### src/hdl/olt_pkg.sv
// Shared types and constants for the order lifecycle tracker.
package olt_pkg;

    localparam int SLOTS   = 1024;
    localparam int SLOT_W  = $clog2(SLOTS);
    localparam int CNT_W   = $clog2(SLOTS + 1);

    localparam logic [2:0] OP_CREATE = 3'd0;
    localparam logic [2:0] OP_LOCAL  = 3'd1;
    localparam logic [2:0] OP_REPORT = 3'd2;
    localparam logic [2:0] OP_TRADE  = 3'd3;
    localparam logic [2:0] OP_QUERY  = 3'd4;

    localparam logic [2:0] EV_RISK_ACC  = 3'd0;
    localparam logic [2:0] EV_RISK_REJ  = 3'd1;
    localparam logic [2:0] EV_SUB_REJ   = 3'd2;
    localparam logic [2:0] EV_SUB_UNK   = 3'd3;
    localparam logic [2:0] EV_SUBMITTED = 3'd4;
    localparam logic [2:0] EV_CXL_REQ   = 3'd5;

    localparam logic [2:0] RPT_ACCEPTED = 3'd0;
    localparam logic [2:0] RPT_REJECTED = 3'd1;
    localparam logic [2:0] RPT_PARTIAL  = 3'd2;
    localparam logic [2:0] RPT_FILLED   = 3'd3;
    localparam logic [2:0] RPT_CANCELED = 3'd4;
    localparam logic [2:0] RPT_CXL_REJ  = 3'd5;

    localparam logic [2:0] RC_APPLIED  = 3'd0;
    localparam logic [2:0] RC_DUP      = 3'd1;
    localparam logic [2:0] RC_CONFLICT = 3'd2;
    localparam logic [2:0] RC_CAPACITY = 3'd3;
    localparam logic [2:0] RC_UNKNOWN  = 3'd4;
    localparam logic [2:0] RC_STALE    = 3'd5;

    localparam logic [3:0] ST_CREATED   = 4'd0;
    localparam logic [3:0] ST_RISK_ACC  = 4'd1;
    localparam logic [3:0] ST_RISK_REJ  = 4'd2;
    localparam logic [3:0] ST_SUB_REJ   = 4'd3;
    localparam logic [3:0] ST_SUB_UNK   = 4'd4;
    localparam logic [3:0] ST_SUBMITTED = 4'd5;
    localparam logic [3:0] ST_ACCEPTED  = 4'd6;
    localparam logic [3:0] ST_PARTIAL   = 4'd7;
    localparam logic [3:0] ST_CXL_REQ   = 4'd8;
    localparam logic [3:0] ST_CANCELED  = 4'd9;
    localparam logic [3:0] ST_FILLED    = 4'd10;
    localparam logic [3:0] ST_REJECTED  = 4'd11;

    typedef struct packed {
        logic        occupied;
        logic [63:0] order_id;
        logic [30:0] quantity;
        logic [3:0]  state;
        logic [30:0] filled;
        logic        cancel_ack;
        logic        reconcile;
    } t_slot;

    typedef struct packed {
        logic [2:0]  opcode;
        logic [63:0] order_id;
        logic [31:0] quantity;
        logic        instrument_present;
        logic [2:0]  local_event;
        logic [2:0]  report_type;
        logic [31:0] cum_fill;
    } t_item;

    typedef struct packed {
        logic [2:0]  result_code;
        logic        state_moved;
        logic        fill_moved;
        logic        reconcile_needed;
        logic        order_found;
        logic [3:0]  order_state;
        logic [30:0] order_qty;
        logic [30:0] filled_quantity;
        logic        cancel_ack;
        logic        order_reconcile;
    } t_result;

    // Controller to datapath.
    typedef struct packed {
        logic              load;
        logic              rd;
        logic [SLOT_W-1:0] addr;
        logic              eval;
        logic              clear;
    } t_cmd;

    // Datapath to controller.
    typedef struct packed {
        logic              occupied;
        logic              id_match;
        logic [SLOT_W-1:0] home;
        logic              is_probe_op;
        logic              create_bad;
    } t_status;

    function automatic logic closed_state(input logic [3:0] s);
        return (s == ST_RISK_REJ) || (s == ST_SUB_REJ) || (s == ST_SUB_UNK) ||
               (s == ST_CANCELED) || (s == ST_FILLED) || (s == ST_REJECTED);
    endfunction

endpackage

### src/hdl/olt_ctrl.sv
// Probe sequencer for the order lifecycle tracker.
module olt_ctrl import olt_pkg::*; (
    input  logic    i_clk,
    input  logic    i_rst_n,
    input  logic    i_in_valid,
    output logic    o_in_ready,
    input  logic    i_out_busy,
    input  t_status i_status,
    output t_cmd    o_cmd,
    output logic    o_found,
    output logic    o_have_slot
);

    typedef enum logic [2:0] {S_CLEAR, S_IDLE, S_READ, S_CHECK, S_EVAL} t_state;

    t_state            r_state;
    logic [SLOT_W-1:0] r_addr;
    logic [CNT_W-1:0]  r_count;
    logic              r_found;
    logic              r_have;
    logic              r_first;

    logic [SLOT_W-1:0] w_next;
    assign w_next = (r_addr == SLOT_W'(SLOTS - 1)) ? '0 : r_addr + SLOT_W'(1);

    assign o_in_ready  = (r_state == S_IDLE);
    assign o_found     = r_found;
    assign o_have_slot = r_have;

    always_comb begin
        o_cmd       = '0;
        o_cmd.load  = (r_state == S_IDLE) && i_in_valid;
        o_cmd.rd    = (r_state == S_READ);
        o_cmd.addr  = r_addr;
        o_cmd.eval  = (r_state == S_EVAL) && !i_out_busy;
        o_cmd.clear = (r_state == S_CLEAR);
    end

    always_ff @(posedge i_clk) begin
        if (!i_rst_n) begin
            r_state <= S_CLEAR;
            r_addr  <= '0;
            r_count <= '0;
            r_found <= 1'b0;
            r_have  <= 1'b0;
            r_first <= 1'b0;
        end else begin
            case (r_state)
                S_CLEAR: begin
                    r_addr <= w_next;
                    if (r_addr == SLOT_W'(SLOTS - 1)) begin
                        r_state <= S_IDLE;
                    end
                end
                S_IDLE: begin
                    if (i_in_valid) begin
                        r_state <= S_READ;
                        r_first <= 1'b1;
                        r_count <= '0;
                        r_found <= 1'b0;
                        r_have  <= 1'b0;
                    end
                end
                S_READ: begin
                    if (r_first) begin
                        r_addr <= i_status.home;
                        if (!i_status.is_probe_op) begin
                            r_state <= S_EVAL;
                        end
                    end else begin
                        r_state <= S_CHECK;
                    end
                    r_first <= 1'b0;
                end
                S_CHECK: begin
                    if (!i_status.occupied) begin
                        r_have  <= 1'b1;
                        r_state <= S_EVAL;
                    end else if (i_status.id_match) begin
                        r_found <= 1'b1;
                        r_have  <= 1'b1;
                        r_state <= S_EVAL;
                    end else if (r_count == CNT_W'(SLOTS - 1)) begin
                        r_state <= S_EVAL;
                    end else begin
                        r_count <= r_count + CNT_W'(1);
                        r_addr  <= w_next;
                        r_state <= S_READ;
                    end
                end
                S_EVAL: begin
                    if (!i_out_busy) begin
                        r_state <= S_IDLE;
                    end
                end
                default: r_state <= S_IDLE;
            endcase
        end
    end

endmodule

### config.mk
export PLATFORM = sky130hd
export DESIGN_NAME = olt_ctrl
export DESIGN_NICKNAME = d
export VERILOG_FILES = /design/src/hdl/olt_pkg.sv /design/src/hdl/olt_ctrl.sv
export SDC_FILE = /design/constraint.sdc
export NUM_CORES = 1
export LEC_CHECK = 0
export BUFFER_PORTS_ARGS = -buffer_cell sky130_fd_sc_hd__clkbuf_2
export CORE_ASPECT_RATIO = 1.4
export CORE_UTILIZATION = 45
export DETAILED_ROUTE_END_ITERATION = 10
export GPL_TIMING_DRIVEN = 0
export PLACE_DENSITY = 0.78
export SYNTH_ARGS = -nofsm -noshare
export SYNTH_HDL_FRONTEND = slang
export SYNTH_SLANG_ARGS = --single-unit
### constraint.sdc
create_clock -name i_clk -period 1.75 [get_ports i_clk]
set_input_delay 0.525 -clock i_clk [delete_from_list [all_inputs] [get_ports i_clk]]
set_output_delay 0.525 -clock i_clk [all_outputs]
set_load 0.01 [all_outputs]
# Word-level counts from Yosys, hierarchy flattened
# Index checks and enable logic that the tools add are counted.
[word_totals] ff_bits=27 out_inout_bits=17 elab_cells=65
[op_classes] add_sub_neg=2 n_eq_ne=16 mux=28 n_reduce_logical=13
[op_table] op="2-to-1 mux 10 bit" n=5
[op_table] op="2-to-1 mux 11 bit" n=4
[op_table] op="one-hot mux 10 bit (3 select lines)" n=1
[op_table] op="2-to-1 mux 3 bit" n=8
[op_table] op="one-hot mux 11 bit (2 select lines)" n=1
[op_table] op="one-hot mux 3 bit (5 select lines)" n=1
[op_table] op="inequality test 2 bit (second input constant)" n=6
[op_table] op="adder 11 x 1 -> 11 bit (second input constant)" n=1
[op_table] op="== test 11 x 10 -> 1 bit (second input constant)" n=1
[op_table] op="adder 10 x 1 -> 10 bit (second input constant)" n=1
[op_table] op="== test 10 bit (second input constant)" n=1
[op_table] op="AND reduction 5 bit" n=2
[op_table] op="AND reduction 4 bit" n=2
[op_table] op="== test 3 x 2 -> 1 bit (second input constant)" n=2
[op_table] op="inequality test 3 bit (second input constant)" n=2
[op_table] op="one-hot mux 1 bit (2 select lines)" n=3
[op_table] op="2-to-1 mux 1 bit" n=5
[op_table] op="inequality test 2 x 1 -> 1 bit (second input constant)" n=2
[op_table] op="nonzero test 2 bit" n=2
[op_table] op="== test 3 x 1 -> 1 bit (second input constant)" n=1
[op_table] op="== test 3 bit (second input constant)" n=1
[op_table] op="zero test 3 bit" n=1
[op_table] op="AND reduction 3 bit" n=1
[op_table] op="nonzero test 3 bit" n=1
[op_table] op="other kinds (3)" n=4

# Logic depth before layout (Yosys ltp)
# Gate-level depths: netlist of the first run.
[logic_depth] ltp_word=6 ltp_mapped=8

# Worst setup path before layout of the first run
# Ideal clock, no wire load.
[synth_timing] kind="reg-to-reg" from="register r_addr[1]" to="register r_addr[0]" arrival_time_ns=1.627 slack_ns=-0.014 stages_incl_launch_ff=7 n_path_buf=1 period_less_slack_ns=1.764 path_cell_list="dfxtp_1 ha_1 and3_1 clkbuf_1 a41oi_1 a221oi_1 a221oi_2"
[synth_between] elab_chain_len=6
[synth_rtl] item="from (decl)" line="olt_ctrl.sv:17" rtl="logic [SLOT_W-1:0] r_addr;"
[synth_rtl] item="from (signal assigned)" line="olt_ctrl.sv:50" rtl="r_addr <= w_next;"
[synth_rtl] item="from (signal assigned)" line="olt_ctrl.sv:66" rtl="r_addr <= i_status.home;"
[synth_rtl] item="from (signal assigned)" line="olt_ctrl.sv:87" rtl="r_addr <= w_next;"
[synth_rtl] item="== test 10 bit *" line="olt_ctrl.sv:24" rtl="assign w_next = (r_addr == SLOT_W'(SLOTS - 1)) ? '0 : r_addr + SLOT_W'(1);"
[synth_rtl] item="2-to-1 mux 10 bit *" line="olt_ctrl.sv:24"
[synth_rtl] item="2-to-1 mux 10 bit" line="olt_ctrl.sv:83" rtl="end else if (r_count == CNT_W'(SLOTS - 1)) begin"
[synth_rtl] item="2-to-1 mux 10 bit" line="olt_ctrl.sv:79" rtl="end else if (i_status.id_match) begin"
[synth_rtl] item="2-to-1 mux 10 bit" line="olt_ctrl.sv:76" rtl="if (!i_status.occupied) begin"
[synth_rtl] item="one-hot mux 10 bit (3 select lines) *" line="olt_ctrl.sv:48" rtl="case (r_state)"
# Mark *: on every way between the ends. The rest lies on a longest branch, timed or not. The select of a mux whose other input is x is not followed.
# A chain may end at the register's enable or synchronous reset.

# Final worst setup path of the first run
[layout_timing] from="register r_count[1]" to="register r_addr[6]"
[layout_between] elab_chain_len=3
[layout_rtl] item="from (decl)" line="olt_ctrl.sv:18" rtl="logic [CNT_W-1:0] r_count;"
[layout_rtl] item="from (signal assigned)" line="olt_ctrl.sv:86" rtl="r_count <= r_count + CNT_W'(1);"
[layout_rtl] item="== test 11 x 10 -> 1 bit" line="olt_ctrl.sv:83"
[layout_rtl] item="inequality test 2 bit (no source line)"
[layout_rtl] item="AND reduction 5 bit (no source line)"
# No other way between the ends.

==> run metrics, run 1 <==
Int Power 0.810 mW; Pwr Total 1.07 mW; CTS Sinks 27; Yosys top cell area share 0.328; max-cap violations 0; static leakage 0.819 nW; pre-CTS WS -393 ps; pin count of the biggest net entering global routing 16; first-pass GRT wire length 7560 um; register area share after synthesis 0.328; Synth Instances 200; Yosys top cell by area dfxtp_1; number of enable flip-flop cells after synthesis 0; fraction of layout cells with a size suffix above 1 0.387; clk slew on worst S/H paths 100 ps; final hold viol count 0; synthesized area per cell 8.25 um2; # DRC 0; IO buf count 32; Setup Skew 3.49 ps; top cells by count, synth dfxtp_1 (27), nand2_1 (21), a21oi_1 (15); number of antenna violations at the first check in global routing 0; Critical Path Sink Type flip-flop; DR iter-0 viols 57; asr flop ratio synth 0; highest clock rate 569 MHz; Placement Cell Area 1860 um2; Finished Layout Cells 288; Die X 53.2 um; final core occ 0.645; slack of the critical path -6.97 ps; synthesis-stage register bit count 27; run status finished, violations left; placed insts 272; Final GP Congestion 0.835; Post-Syn Nets 220; die area 3920 um2; Synth cell types 56; critical path class reg2reg; Net Sw Power 0.261 mW; Max VDD drop 0.000438 V; cell area after layout 2220 um2; Routed Wire Length 4910 um; Power Dens Cells 482 nW/um2; via/cell ratio 6.33; height of the die 73.7 um; insertion delay to the later sink of the worst-skew pair 270 ps; number of top-level pins 35; Layout area overhead 34.6%; dpl hpwl 3140 um; setup TNS -6.97 ps; most common cell in the netlist dfxtp_1; Critical Path RT 1970 ps; failing checks negative setup slack; fillers 300; n_diodes 0; CP arrival 1980 ps; combinational group share of total power 0.073; final setup fails 1; ANT nets after route 0; row cnt 25; Max-slew headroom 0.515; Switching Share 0.244; total grt overflow 0; H-tree levels 1; TritonRoute pass-1 iters 4; Synth area leaders dfxtp_1 (33%), nand2_1 (4.8%), a21oi_1 (4.5%); Nets 269; Tightest Hold Check Type in2reg; Least-Margin Pin Slew 722 ps; worst hold margin 476 ps; per-cell routed wire length 17.0 um; core area 3440 um2; via count 1824; CTS tree yes; Syn. warnings 0; sequential share of power 0.587; post-layout min period 1760 ps; dominant synthesized flop cell dfxtp_1; Clock Power Share 0.340; RSZ-0062 raised after global routing true; post-synthesis instance area 1650 um2; vias in the first global route 1713; Num CTS Buffers 3; Critical Path Start Type flip-flop; peak fanout along the critical path 7; total track usage 0.254; CTS Buffer Depth 2; Max Slew Vio Count 0; initial core utilization 0.480; CTS Root Cell clkbuf_8; Final period util 1.00
[power by group through the flow]
| stage | Sequential [mW] | Clock, mW | Combinational (mW) |
|---|---|---|---|
| floorplan | 0.646 | 0 | 0.0348 |
| global placement | 0.646 | 0 | 0.0715 |
| detailed placement | 0.646 | 0 | 0.0719 |
| CTS | 0.631 | 0.366 | 0.0737 |
| global route | 0.632 | 0.396 | 0.0857 |
| finish | 0.629 | 0.364 | 0.0780 |
[final cells by class]
cell class	count	area (um2)	share of cell area
clock buffers	3	41.3	0.0186
flip-flops and latches	27	566	0.255
clock inverters	1	5.00	0.00225
repair buffers	46	278	0.125
plain buffers	9	65.1	0.0293
inverters	6	32.5	0.0146
multi-input cells	156	1180	0.533
well taps	40	50.0	0.0225
[worst paths after layout]
kind	from	to	slack, ps	cells after the start
setup reg to reg	r_count[1]$_SDFFE_PN0P_	r_addr[6]$_SDFFE_PN0P_	-7	5
hold reg to reg	o_found$_SDFFE_PN0P_	o_found$_SDFFE_PN0P_	490	2
hold / removal	i_status[2]	r_addr[0]$_SDFFE_PN0P_	480	3
setup / recovery	r_count[1]$_SDFFE_PN0P_	r_addr[6]$_SDFFE_PN0P_	-7	5
[logic make-up (layout without fill, tap and decap cells)]
group | after synthesis | count (layout) | share of synthesized area
AO/OA/AOI/OAI | 62 | 62 | 0.282
adder cells (fa/ha/maj) | 2 | 2 | 0.0152
buffers and inverters | 17 | 65 | 0.0485
multiplexers | 4 | 4 | 0.0250
flip-flops | 27 | 27 | 0.328
AND/OR/NAND/NOR | 88 | 88 | 0.302
[registers in the layout, summed over array words and instances (netlist names)]
name	cells
r_addr	10
o_have_slot	1
r_first	1
r_state	3
o_found	1
r_count	11
[layer usage]
layer  up-vias  wire [um]  track usage
met1       876       2050        0.290
met2        53       2570        0.477
met3        10        178       0.0290
met4         0        109       0.0789
met5         -          0            0
li1        885          -            -
[critical path, stage by stage (launching register included)]
cell and delay, ps:
dfxtp_4 390, ha_4 170, inv_4 40, or4_4 560
a21oi_4 300, o221a_2 230
[layout by cell type (no fill, tap or decap), types with 5 or more instances in the layout]
cell,n
clkbuf_2,30
nand2_1,20
buf_4,15
dfxtp_1,15
a21oi_1,14
nor2_1,11
nand3_1,8
dfxtp_2,8
nand4_1,7
a211oi_1,6
buf_6,5
and2_1,5
[timing repair]
item,in CTS,in global routing
setup endpoints to repair,16,22
hold buffers,0,0
buffers inserted,4,10
pin swaps,6,12
endpoints found under the hold margin,0,0
cloned,0,0
resized for setup,28,32
Power figures use the tool's default switching activity.
==> inputs of run 2 (changes only) <==
--- a/config.mk
+++ b/config.mk
@@ -14,3 +14,4 @@
 export SYNTH_ARGS = -nofsm -noshare
 export SYNTH_HDL_FRONTEND = slang
 export SYNTH_SLANG_ARGS = --single-unit
+export TNS_END_PERCENT = 1
==> run metrics, run 2 (synthesis results as in run 1) <==
first-pass GRT wire length 7180 um; Power Dens Cells 511 nW/um2; critical path class reg2out; DR iter-0 viols 92; Int Power 0.815 mW; sequential share of power 0.591; clk slew on worst S/H paths 90 ps; vias in the first global route 1616; fraction of layout cells with a size suffix above 1 0.324; peak fanout along the critical path 10; Finished Layout Cells 278; Tightest Hold Check Type in2reg; pin count of the biggest net entering global routing 15; H-tree levels 1; highest clock rate 565 MHz; core area 3440 um2; Nets 259; hold path depth 3; placed insts 272; Setup Skew 4.42 ps; final hold viol count 0; Max VDD drop 0.000334 V; via/cell ratio 6.27; Critical Path RT 1220 ps; pre-CTS WS -374 ps; critical path's slowest cell dfxtp_2; die area 3920 um2; Die X 53.2 um; TritonRoute pass-1 iters 4; CTS Sinks 27; IO buf count 32; slowest stage delay, CP 350 ps; dpl hpwl 3120 um; Net Sw Power 0.254 mW; CTS tree yes; Layout area overhead 26.8%; CTS Root Cell clkbuf_8; Least-Margin Pin Slew 645 ps; # DRC 0; n_diodes 0; static leakage 0.757 nW; Clock Power Share 0.338; RSZ-0062 raised after global routing true; combinational group share of total power 0.071; total track usage 0.249; Largest Register r_count; number of top-level pins 35; row cnt 25; Final period util 1.01; final setup fails 1; Critical Path Sink Type primary output; via count 1743; number of flip-flops in the largest register 11; CTS Buffer Depth 2; worst hold margin 468 ps; max-cap violations 0; Switching Share 0.237; initial core utilization 0.480; CP arrival 1240 ps; ANT nets after route 0; Max Slew Vio Count 0; insertion delay to the later sink of the worst-skew pair 280 ps; Final GP Congestion 0.831; failing checks negative setup slack; most common cell after layout, fill and taps aside clkbuf_2; post-layout min period 1770 ps; CP cell instances buf_8, nor2_4, nand2_4, inv_8, buf_8, buf_6; per-cell routed wire length 16.4 um; top flop regs r_count (11), r_addr (10), r_state (3); total grt overflow 0; Register-to-Register Path Depth 4; height of the die 73.7 um; slack of the critical path -18.8 ps; number of antenna violations at the first check in global routing 0; Max-slew headroom 0.566; most frequent cells in the layout clkbuf_2 (30), nand2_1 (20), dfxtp_1 (18), a21oi_1 (14), nor2_1 (11); Num CTS Buffers 3; Post-CTS Hold Buffers 0; most numerous cell on the critical path buf_8; Critical Path Start Type flip-flop; Routed Wire Length 4550 um; run status finished, violations left
[run 2: cell types whose count changed in the layout (fill, tap and decap cells not counted), sizes merged]
cell | previous run | this run
buf | 21 | 11
clkbuf | 37 | 38
clkinv | 1 | 0
[run 2: worst paths after layout]
check / startpoint / endpoint / slack, ps
max reg2reg: r_count[5]$_SDFFE_PN0P_ / r_addr[6]$_SDFFE_PN0P_ / 20
min reg2reg: o_found$_SDFFE_PN0P_ / o_found$_SDFFE_PN0P_ / 480
max: r_state[2]$_SDFFE_PN0P_ / o_cmd[12] / -20
min: i_status[2] / r_addr[0]$_SDFFE_PN0P_ / 470
[run 2: power groups by stage]
| stage | Combinational, mW | Sequential [mW] | Clock [mW] |
|---|---|---|---|
| finish | 0.0755 | 0.632 | 0.362 |
| global route | 0.0819 | 0.633 | 0.392 |
| CTS | 0.0746 | 0.631 | 0.364 |
| detailed placement | 0.0721 | 0.646 | 0 |
| global placement | 0.0713 | 0.646 | 0 |
| floorplan | 0.0348 | 0.646 | 0 |
[run 2: metrics by stage]
| stage | power, mW | area, um2 | utilization | setup TNS, ps |
|---|---|---|---|---|
| floorplan | 0.680 | 1650 | - | -24.3 |
| detailed placement | 0.718 | 1860 | 0.541 | -3570 |
| global placement | 0.717 | 1860 | 0.541 | -3580 |
| CTS | 1.07 | 2050 | 0.596 | -74.6 |
| global route | 1.11 | 2090 | 0.608 | -620 |
| finish | 1.07 | 2090 | 0.608 | -18.8 |
[run 2: repair_timing]
action,4_1_cts,5_1_grt
setup buffers,3,0
pin swaps,5,3
setup endpoints to repair,16,21
gates resized for setup,33,14
[run 2: critical path, delay by kind of cell (launching register included)]
family | cells | cell delay (ps)
and+or+nand+nor | 2 | 190
DFF | 1 | 350
buffers and inverters | 4 | 420
[run 2: layer usage]
metal | wire, um | GRT usage | part of all wire | vias up
met3 | 166 | 0.0248 | 0.036 | 11
met2 | 2390 | 0.471 | 0.52 | 53
li1 | - | - | - | 866
met5 | 0 | 0 | 0 | -
met1 | 1910 | 0.268 | 0.42 | 813
met4 | 93 | 0.108 | 0.020 | 0
[run 2: cell type report]
type / count / area [um2]
clock buffers: 4 / 45.0
flip-flops and latches: 27 / 554
repair buffers: 35 / 195
inverters: 6 / 32.5
fillers: 314 / 1350
multi-input cells: 156 / 1140
plain buffers: 10 / 76.3
well taps: 40 / 50.0
